`src/sv/alg_pkg.sv`:
```
// ============================================================================
// alg_pkg: shared types and constants of the anti-aliased line generator
// Field widths, register indexes, controller/datapath interface structs and
// the color scaling function.
// ============================================================================
package alg_pkg;

    localparam int PIX_W       = 14;
    localparam int COLOR_W     = 8;
    localparam int WEIGHT_W    = 8;
    localparam int CFG_IDX_W   = 2;
    localparam int OUT_FIELDS_W = 2 * PIX_W + 4 * COLOR_W;
    localparam int OUT_DATA_W  = ((OUT_FIELDS_W + 7) / 8) * 8;

    localparam logic [CFG_IDX_W-1:0] CFG_RED   = 2'd0;
    localparam logic [CFG_IDX_W-1:0] CFG_GREEN = 2'd1;
    localparam logic [CFG_IDX_W-1:0] CFG_BLUE  = 2'd2;
    localparam logic [CFG_IDX_W-1:0] CFG_ALPHA = 2'd3;

    localparam logic ACT_LOAD = 1'b0;
    localparam logic ACT_STEP = 1'b1;

    localparam logic [WEIGHT_W-1:0] WEIGHT_FULL = 8'd255;

    typedef struct packed {
        logic setup;
        logic div_step;
        logic finish;
        logic emit_near;
        logic emit_far;
    } t_cmd;

    typedef struct packed {
        logic line_active;
        logic out_free;
    } t_stat;

    // Color times weight divided by 255, truncated; exact for all 8-bit by 8-bit products.
    function automatic logic [COLOR_W-1:0] scale255(input logic [COLOR_W-1:0] c,
                                                    input logic [WEIGHT_W-1:0] w);
        logic [15:0] p;
        logic [16:0] s;
        p = 16'(c) * 16'(w);
        s = 17'(p) + 17'(p >> 8) + 17'd1;
        return s[15:8];
    endfunction

endpackage

```
`src/sv/alg_ctrl.sv`:
```
// ============================================================================
// alg_ctrl: sequencer of the anti-aliased line generator
// Accepts items, runs the gradient division iterations and orders the two
// pixel beats of each column.
// ============================================================================
module alg_ctrl import alg_pkg::*; #(
    parameter int FRAC_BITS = 16
) (
    input  logic  i_clk,
    input  logic  i_rst_n,
    input  logic  i_s_tvalid,
    input  logic  i_action,
    output logic  o_s_tready,
    input  t_stat i_stat,
    output t_cmd  o_cmd
);

    localparam int CNT_W = $clog2(FRAC_BITS + 1);

    typedef enum logic [3:0] {
        S_IDLE = 4'b0001,
        S_DIV  = 4'b0010,
        S_GRAD = 4'b0100,
        S_FAR  = 4'b1000
    } t_state;

    t_state           r_state, n_state;
    logic [CNT_W-1:0] r_cnt, n_cnt;
    logic             s_fire;

    assign o_s_tready = (r_state == S_IDLE) && i_stat.out_free;
    assign s_fire     = i_s_tvalid && o_s_tready;

    always_comb begin
        n_state = r_state;
        n_cnt   = r_cnt;
        o_cmd   = '0;
        case (r_state)
            S_IDLE: begin
                if (s_fire) begin
                    if (i_action == ACT_LOAD) begin
                        o_cmd.setup = 1'b1;
                        n_cnt       = CNT_W'(FRAC_BITS);
                        n_state     = S_DIV;
                    end else if (i_stat.line_active) begin
                        o_cmd.emit_near = 1'b1;
                        n_state         = S_FAR;
                    end
                end
            end
            S_DIV: begin
                o_cmd.div_step = 1'b1;
                if (r_cnt == '0) begin
                    n_state = S_GRAD;
                end else begin
                    n_cnt = r_cnt - 1'b1;
                end
            end
            S_GRAD: begin
                o_cmd.finish = 1'b1;
                n_state      = S_IDLE;
            end
            S_FAR: begin
                if (i_stat.out_free) begin
                    o_cmd.emit_far = 1'b1;
                    n_state        = S_IDLE;
                end
            end
            default: begin
                n_state = S_IDLE;
            end
        endcase
    end

    always_ff @(posedge i_clk) begin
        if (!i_rst_n) begin
            r_state <= S_IDLE;
            r_cnt   <= '0;
        end else begin
            r_state <= n_state;
            r_cnt   <= n_cnt;
        end
    end

endmodule

```
`src/sv/alg_dp.sv`:
```
// ============================================================================
// alg_dp: datapath of the anti-aliased line generator
// Endpoint setup, restoring gradient divider, intercept accumulator, color
// scaling and the output register.
// ============================================================================
module alg_dp import alg_pkg::*; #(
    parameter int COORD_BITS = 12,
    parameter int FRAC_BITS  = 16,
    parameter int IN_DATA_W  = ((4 * COORD_BITS + 7) / 8) * 8
) (
    input  logic                  i_clk,
    input  logic                  i_rst_n,
    input  logic [IN_DATA_W-1:0]  i_s_tdata,
    input  logic                  i_cfg_valid,
    input  logic [CFG_IDX_W-1:0]  i_cfg_index,
    input  logic [COLOR_W-1:0]    i_cfg_data,
    input  logic                  i_m_tready,
    output logic                  o_m_tvalid,
    output logic [OUT_DATA_W-1:0] o_m_tdata,
    output logic                  o_m_tlast,
    output logic                  o_m_tuser,
    input  t_cmd                  i_cmd,
    output t_stat                 o_stat
);

    localparam int CB = COORD_BITS;
    localparam int IW = COORD_BITS + 2;
    localparam int AW = IW + FRAC_BITS;
    localparam int GW = FRAC_BITS + 2;
    localparam int QW = FRAC_BITS + 1;
    localparam int RW = COORD_BITS + 1;

    logic [COLOR_W-1:0] r_red, r_green, r_blue, r_alpha;

    logic [CB-1:0] s_x0, s_y0, s_x1, s_y1, s_adx, s_ady;
    logic [CB-1:0] s_ma0, s_ma1, s_mi0, s_mi1, s_maj_lo, s_maj_hi, s_min_lo, s_min_hi;
    logic          s_steep, s_swap;

    logic                 r_line_active, r_steep, r_neg, r_dx_zero;
    logic [CB-1:0]        r_cur, r_last, r_dx;
    logic [RW-1:0]        r_rem, s_rem_sub;
    logic [QW-1:0]        r_quo;
    logic signed [GW-1:0] r_grad, s_grad;
    logic signed [AW-1:0] r_acc;

    logic signed [IW-1:0] s_ip, s_ip1, s_minor, s_major, s_px, s_py;
    logic signed [31:0]   s_px32, s_py32;
    logic [WEIGHT_W-1:0]  s_wfar, s_w;
    logic                 s_done, s_emit;

    logic                  r_out_valid, r_out_last, r_out_user;
    logic [OUT_DATA_W-1:0] r_out_data;

    // Configuration registers.
    always_ff @(posedge i_clk) begin
        if (!i_rst_n) begin
            r_red   <= '0;
            r_green <= '0;
            r_blue  <= '0;
            r_alpha <= '0;
        end else if (i_cfg_valid) begin
            case (i_cfg_index)
                CFG_RED:   r_red   <= i_cfg_data;
                CFG_GREEN: r_green <= i_cfg_data;
                CFG_BLUE:  r_blue  <= i_cfg_data;
                CFG_ALPHA: r_alpha <= i_cfg_data;
                default:   r_red   <= r_red;
            endcase
        end
    end

    // Endpoint setup: axis swap for steep lines, then order by major axis.
    always_comb begin
        s_x0    = i_s_tdata[CB-1:0];
        s_y0    = i_s_tdata[2*CB-1:CB];
        s_x1    = i_s_tdata[3*CB-1:2*CB];
        s_y1    = i_s_tdata[4*CB-1:3*CB];
        s_adx   = (s_x1 >= s_x0) ? s_x1 - s_x0 : s_x0 - s_x1;
        s_ady   = (s_y1 >= s_y0) ? s_y1 - s_y0 : s_y0 - s_y1;
        s_steep = s_ady > s_adx;
        s_ma0   = s_steep ? s_y0 : s_x0;
        s_mi0   = s_steep ? s_x0 : s_y0;
        s_ma1   = s_steep ? s_y1 : s_x1;
        s_mi1   = s_steep ? s_x1 : s_y1;
        s_swap  = s_ma0 > s_ma1;
        s_maj_lo = s_swap ? s_ma1 : s_ma0;
        s_maj_hi = s_swap ? s_ma0 : s_ma1;
        s_min_lo = s_swap ? s_mi1 : s_mi0;
        s_min_hi = s_swap ? s_mi0 : s_mi1;
    end

    assign s_rem_sub = r_rem - RW'(r_dx);
    assign s_grad    = r_dx_zero ? GW'(1) <<< FRAC_BITS
                     : (r_neg ? -$signed(GW'(r_quo)) : $signed(GW'(r_quo)));

    // Pixel of the current column.
    always_comb begin
        s_ip    = r_acc[AW-1:FRAC_BITS];
        s_ip1   = s_ip + IW'(1);
        s_wfar  = r_acc[FRAC_BITS-1 -: WEIGHT_W];
        s_minor = i_cmd.emit_far ? s_ip1 : s_ip;
        s_w     = i_cmd.emit_far ? s_wfar : WEIGHT_FULL - s_wfar;
        s_major = $signed({2'b00, r_cur});
        s_px    = r_steep ? s_minor : s_major;
        s_py    = r_steep ? s_major : s_minor;
        s_px32  = 32'(s_px);
        s_py32  = 32'(s_py);
        s_done  = r_cur == r_last;
        s_emit  = i_cmd.emit_near || i_cmd.emit_far;
    end

    always_ff @(posedge i_clk) begin
        if (!i_rst_n) begin
            r_line_active <= 1'b0;
            r_steep       <= 1'b0;
            r_cur         <= '0;
            r_last        <= '0;
            r_acc         <= '0;
            r_grad        <= '0;
        end else begin
            if (i_cmd.setup) begin
                r_line_active <= 1'b0;
                r_steep       <= s_steep;
                r_cur         <= s_maj_lo;
                r_last        <= s_maj_hi;
                r_acc         <= $signed({2'b00, s_min_lo, FRAC_BITS'(0)});
            end
            if (i_cmd.finish) begin
                r_grad        <= s_grad;
                r_line_active <= 1'b1;
            end
            if (i_cmd.emit_far) begin
                if (s_done) begin
                    r_line_active <= 1'b0;
                end else begin
                    r_cur <= r_cur + 1'b1;
                    r_acc <= r_acc + AW'(r_grad);
                end
            end
        end
    end

    // Restoring divider: one quotient bit per step, integer bit first.
    always_ff @(posedge i_clk) begin
        if (i_cmd.setup) begin
            r_dx      <= s_maj_hi - s_maj_lo;
            r_dx_zero <= s_maj_hi == s_maj_lo;
            r_neg     <= s_min_lo > s_min_hi;
            r_rem     <= RW'((s_min_lo > s_min_hi) ? s_min_lo - s_min_hi
                                                   : s_min_hi - s_min_lo);
            r_quo     <= '0;
        end else if (i_cmd.div_step) begin
            if (r_rem >= RW'(r_dx)) begin
                r_quo <= {r_quo[QW-2:0], 1'b1};
                r_rem <= {s_rem_sub[RW-2:0], 1'b0};
            end else begin
                r_quo <= {r_quo[QW-2:0], 1'b0};
                r_rem <= {r_rem[RW-2:0], 1'b0};
            end
        end
    end

    // Output register.
    always_ff @(posedge i_clk) begin
        if (!i_rst_n) begin
            r_out_valid <= 1'b0;
        end else if (s_emit) begin
            r_out_valid <= 1'b1;
        end else if (i_m_tready) begin
            r_out_valid <= 1'b0;
        end
    end

    always_ff @(posedge i_clk) begin
        if (s_emit) begin
            r_out_data <= OUT_DATA_W'({scale255(r_alpha, s_w), scale255(r_blue, s_w),
                                       scale255(r_green, s_w), scale255(r_red, s_w),
                                       s_py32[PIX_W-1:0], s_px32[PIX_W-1:0]});
            r_out_last <= i_cmd.emit_far;
            r_out_user <= s_done;
        end
    end

    assign o_m_tvalid = r_out_valid;
    assign o_m_tdata  = r_out_data;
    assign o_m_tlast  = r_out_last;
    assign o_m_tuser  = r_out_user;

    assign o_stat.line_active = r_line_active;
    assign o_stat.out_free    = !r_out_valid || i_m_tready;

endmodule

```
`src/sv/antialiased_line_generator_unit.sv`:
```
// ============================================================================
// antialiased_line_generator_unit: Wu-style anti-aliased line generator
// Loads two endpoints, divides out the gradient, then emits two weighted,
// colored pixels per column step.
// ============================================================================
//  Channel  Direction  Beat contents
//  s        in         tdata: start_x, start_y, end_x, end_y; tuser: action
//  m        out        tdata: pixel_x, pixel_y, red, green, blue, alpha;
//                      tlast: pair_last; tuser: line_done
//  cfg      in         index 0..3 (red, green, blue, alpha), 8-bit data
//
// A step item emits its near and far pixel beats in turn through the output register.
// A load item runs the one-bit-per-cycle divider before the next item is accepted.
// Reset is synchronous and clears the line state and the color registers.
// A stalled output holds the far pixel and blocks the next input item.
module antialiased_line_generator_unit import alg_pkg::*; #(
    parameter int COORD_BITS = 12,
    parameter int FRAC_BITS  = 16
) (
    input  logic                        i_clk,
    input  logic                        i_rst_n,
    input  logic                        i_s_tvalid,
    output logic                        o_s_tready,
    // start_x, start_y, end_x, end_y from bit 0 up, zero padded
    input  logic [((4*COORD_BITS+7)/8)*8-1:0] i_s_tdata,
    // action
    input  logic                        i_s_tuser,
    output logic                        o_m_tvalid,
    input  logic                        i_m_tready,
    // pixel_x, pixel_y, red, green, blue, alpha from bit 0 up, zero padded
    output logic [OUT_DATA_W-1:0]       o_m_tdata,
    output logic                        o_m_tlast,
    // line_done
    output logic                        o_m_tuser,
    input  logic                        i_cfg_valid,
    output logic                        o_cfg_ready,
    input  logic [CFG_IDX_W-1:0]        i_cfg_index,
    input  logic [COLOR_W-1:0]          i_cfg_data
);

    localparam int IN_DATA_W = ((4 * COORD_BITS + 7) / 8) * 8;

    t_cmd  s_cmd;
    t_stat s_stat;

    assign o_cfg_ready = 1'b1;

    alg_ctrl #(
        .FRAC_BITS (FRAC_BITS)
    ) u_ctrl (
        .i_clk      (i_clk),
        .i_rst_n    (i_rst_n),
        .i_s_tvalid (i_s_tvalid),
        .i_action   (i_s_tuser),
        .o_s_tready (o_s_tready),
        .i_stat     (s_stat),
        .o_cmd      (s_cmd)
    );

    alg_dp #(
        .COORD_BITS (COORD_BITS),
        .FRAC_BITS  (FRAC_BITS),
        .IN_DATA_W  (IN_DATA_W)
    ) u_dp (
        .i_clk       (i_clk),
        .i_rst_n     (i_rst_n),
        .i_s_tdata   (i_s_tdata),
        .i_cfg_valid (i_cfg_valid),
        .i_cfg_index (i_cfg_index),
        .i_cfg_data  (i_cfg_data),
        .i_m_tready  (i_m_tready),
        .o_m_tvalid  (o_m_tvalid),
        .o_m_tdata   (o_m_tdata),
        .o_m_tlast   (o_m_tlast),
        .o_m_tuser   (o_m_tuser),
        .i_cmd       (s_cmd),
        .o_stat      (s_stat)
    );

endmodule

```
`config.mk`:
```
export PLATFORM = sky130hd
export DESIGN_NAME = antialiased_line_generator_unit
export DESIGN_NICKNAME = d
export VERILOG_FILES = /design/src/sv/alg_pkg.sv /design/src/sv/alg_ctrl.sv /design/src/sv/alg_dp.sv /design/src/sv/antialiased_line_generator_unit.sv
export SDC_FILE = /design/constraint.sdc
export NUM_CORES = 1
export LEC_CHECK = 0
export BUFFER_PORTS_ARGS = -buffer_cell sky130_fd_sc_hd__buf_2
export CORE_MARGIN = 3
export CORE_UTILIZATION = 30
export CTS_CLUSTER_SIZE = 16
export DETAILED_ROUTE_END_ITERATION = 16
export GPL_ROUTABILITY_DRIVEN = 0
export PLACE_DENSITY = 0.43
export SLEW_MARGIN = 5
export SYNTH_ARGS = -nofsm -noshare
export SYNTH_HDL_FRONTEND = slang
export SYNTH_SLANG_ARGS = --single-unit
```
`constraint.sdc`:
```
create_clock -name i_clk -period 35.3 [get_ports i_clk]
set_input_delay 5.295 -clock i_clk [delete_from_list [all_inputs] [get_ports i_clk]]
set_output_delay 5.295 -clock i_clk [all_outputs]
set_load 0.1 [all_outputs]
```
==> impl_metrics.json <==
{
  "rows": 106,
  "clkTransAtPathRegs_ns": 0.06,
  "final_nets": 3663,
  "post-cts-setup-buffers": 0,
  "cpPeakStageDelay_ns": 0.86,
  "synth-seq-cells": 222,
  "max_freq_ghz": 0.0571,
  "layout_common_cells": "inv_1, nand2_1, ha_1, a21oi_1, nor2_1",
  "syn_avg_cell_area_um2": 8.34,
  "synth_cell_types": 83,
  "core_area_mm2": 0.0844,
  "dpl.hpwl_um": 60100,
  "grt_util_met1_pct": 22.3,
  "tns_ns": 0,
  "fin_crit_sh_pct": 49.6,
  "holdBufCountCts": 0,
  "clk_path_buf_depth": 3,
  "htreeDepth": 1,
  "r2r_start": "u_ctrl.r_state[0]",
  "cp-endpoint": "u_dp.r_rem[9]",
  "die_h_um": 299,
  "fillerInstances": 8872,
  "multiInputGateArea_mm2": 0.0186,
  "power.leakage_nw": 13.5,
  "crit_fanout": 75,
  "layout.cells.non_filler": 4295,
  "syn_to_final_growth_pct": 10.7,
  "slew_viol_final": 0,
  "powerDensity_mw_per_mm2": 77.3,
  "crit_path_start": "i_s_tdata[24]",
  "use_met3_pct": 2.07,
  "hold_path_class": "reg2reg",
  "grt_pass1_vias": 22039,
  "initial_core_util_pct": 30.6,
  "ys_async_sr_fraction_pct": 0,
  "clock_latency_ns": 0.59,
  "root_buffer": "clkbuf_16",
  "seqCellArea_mm2": 0.00534,
  "rsz0062_at_grt": "no",
  "dieWidth_um": 299,
  "synth_edf_count": 89,
  "dp_cells": 4238,
  "cp-start-kind": "input port",
  "ant_nets": 0,
  "cts_made_buffers": 30,
  "syn_area_mm2": 0.0258,
  "mostFrequentLayoutCell": "inv_1",
  "place_area_mm2": 0.0276,
  "outcome": "finished clean",
  "via_per_inst": 5.04,
  "vias": 21633,
  "r2r_cells": 32,
  "synth_ff_type": "dfxtp_1",
  "drv_cap": 0,
  "drc": 0,
  "relSlewSlack_pct": 30.5,
  "wl_um": 77200,
  "syn-instance-count": 3091,
  "die_area_mm2": 0.0895,
  "r2r_slack_ns": 26.70,
  "initialDrtViolationCount": 1284,
  "worst_pin_slew_ns": 1.04,
  "cp_data_required_time_ns": 35.65,
  "vdd_drop_max_mv": 0.121,
  "fin_crit_ns": 17.52,
  "crit_slowest_cell": "a31oi_2",
  "endpoint_kind": "flop",
  "yosysSeqAreaShare_pct": 20.7,
  "tritoncts": "built",
  "grt.busiest_layer": "met2",
  "clkSinkCount": 222,
  "grt_first_pass_wirelength_um": 123000,
  "grt_max_degree": 76,
  "grt_overflow_total": 0,
  "grt_use_total_pct": 17.0,
  "hold_violations": 0,
  "fin_area_mm2": 0.0285,
  "post_cts_resized": 0,
  "setup_viol": 0,
  "port_buffers": 127,
  "criticalPathCategory": "in2reg",
  "critPathMostFrequentCell": "a21o_1",
  "use_met2_pct": 29.8,
  "final_layout_size_suffix_gt1_share_pct": 7.97,
  "ys_warn_count": 0,
  "dr.pass1.iters": 7,
  "r2r_end": "u_dp.o_m_tdata[59]",
  "antenna_found_initial": 4,
  "arrival_ns": 17.87,
  "io_pins": 133,
  "clock_skew_ns": 0.0197,
  "wl_per_cell_um": 18.0
}
[per-layer routing]
metal  part of all wire, %  routed length, um
met2                    48              37100
met3                   4.3               3310
met1                    45              35000
met4                   2.3               1760
met5                 0.031                 24
[layout make-up]
class | instances | share of cell area, %
Multi-Input combinational cell | 2363 | 65.2
Tap cell | 1134 | 4.97
Antenna cell | 1 | 0.00877
Clock buffer | 44 | 3.16
Timing Repair Buffer | 150 | 2.83
Clock inverter | 12 | 0.324
Sequential cell | 222 | 18.7
Inverter | 369 | 4.86
[power by group]
group	internal [mW]	switching, mW
combinational	0.590	0.955
clock	0.177	0.127
sequential	0.326	0.0309
total	1.09	1.11
[how the worst min path moves through the flow]
stage | slack (ns) | end | start | cells past startpoint
6_report | 0.46 | u_dp.r_last[5] | u_dp.r_last[5] | 2
5_1_grt | 0.47 | u_dp.r_last[0] | u_dp.r_last[0] | 2
4_1_cts | 0.47 | u_dp.r_last[5] | u_dp.r_last[5] | 2
3_5_place_dp | 0.46 | u_dp.r_last[2] | u_dp.r_last[2] | 2
3_3_place_gp | 0.45 | u_dp.r_last[11] | u_dp.r_last[11] | 2
2_1_floorplan | 0.44 | u_dp.r_last[5] | u_dp.r_last[5] | 2
[cells by family after synthesis]
logic type	share of synthesized area (%)
fa+ha+maj	27.1
buf+inv	7.60
mux	4.39
other cells	0.0291
xor+xnor	6.69
flops	20.7
simple gates	16.7
compound gates	16.9
[through the flow]
stage / utilization, % / setup WS [ns] / total power [mW] / hold slack [ns]
3_5_place_dp: 32.7 / 17.25 / 1.90 / 0.459
5_1_grt: 33.8 / 16.70 / 2.41 / 0.473
6_report: 33.8 / 17.78 / 2.21 / 0.465
4_1_cts: 33.8 / 17.88 / 2.22 / 0.467
3_3_place_gp: 32.7 / 17.61 / 1.89 / 0.452
2_1_floorplan: - / 18.96 / 1.50 / 0.444
[synth_stat cells, types with 5 or more instances]
library cell  number  area share, %
nor3_1            28           0.54
nand3b_1           7           0.20
nand2_1          364            5.3
o21a_1            19           0.55
o211a_1            5           0.19
o221ai_1           6           0.20
nand3_1           49           0.95
buf_2              9           0.17
o21bai_1          34           0.99
or3_1             12           0.29
edfxtp_1          89             10
and2_1           147            3.6
a21boi_0          11           0.32
o211ai_1          48            1.4
mux2_2             8           0.35
o31ai_1           14           0.41
buf_1             20           0.29
ha_1             311             15
nand2b_1          18           0.44
a211o_1            5           0.17
mux2i_1          104            4.0
a22oi_1           15           0.44
a31oi_1           30           0.73
dfxtp_1          133             10
o2111ai_1         10           0.34
a311oi_1          10           0.34
inv_1            367            5.3
o21ai_0          125            2.4
fa_1             152             12
xnor2_1          146            5.0
nor2_1           176            2.6
clkbuf_1         101            1.5
and3_1            30           0.73
nor2b_1           26           0.63
nor4_1             6           0.15
a21o_1            79            2.3
or2_2              7           0.17
a21oi_1          202            3.9
buf_4              5           0.15
xor2_1            51            1.7
nand4_1           24           0.58
a211oi_1          19           0.55
[flip-flops by register name, indices dropped and copies added (netlist names)]
signal and flops:
u_dp.o_m_tlast 1, u_ctrl.r_cnt 5, u_dp.r_steep 1, u_dp.r_dx 12, u_dp.r_neg 1, u_dp.r_last 12
u_dp.r_grad 18, u_dp.r_quo 17, u_dp.r_dx_zero 1, u_dp.o_m_tvalid 1, u_dp.r_acc 30, u_dp.r_blue 8
u_dp.r_rem 13, u_dp.r_cur 12, u_dp.r_red 8, u_ctrl.r_state 4, u_dp.o_m_tdata 60, u_dp.r_green 8
u_dp.r_alpha 8, u_dp.o_m_tuser 1, u_dp.r_line_active 1
[critical path, delay by kind of cell]
kind,cells,cell delay (ns)
compound gates,27,7.43
xor+xnor,1,0.15
fa+ha+maj,5,1.49
buf+inv,6,1.16
mux,1,0.43
simple gates,7,1.81
Note: power is estimated with default switching activity, not from simulation.
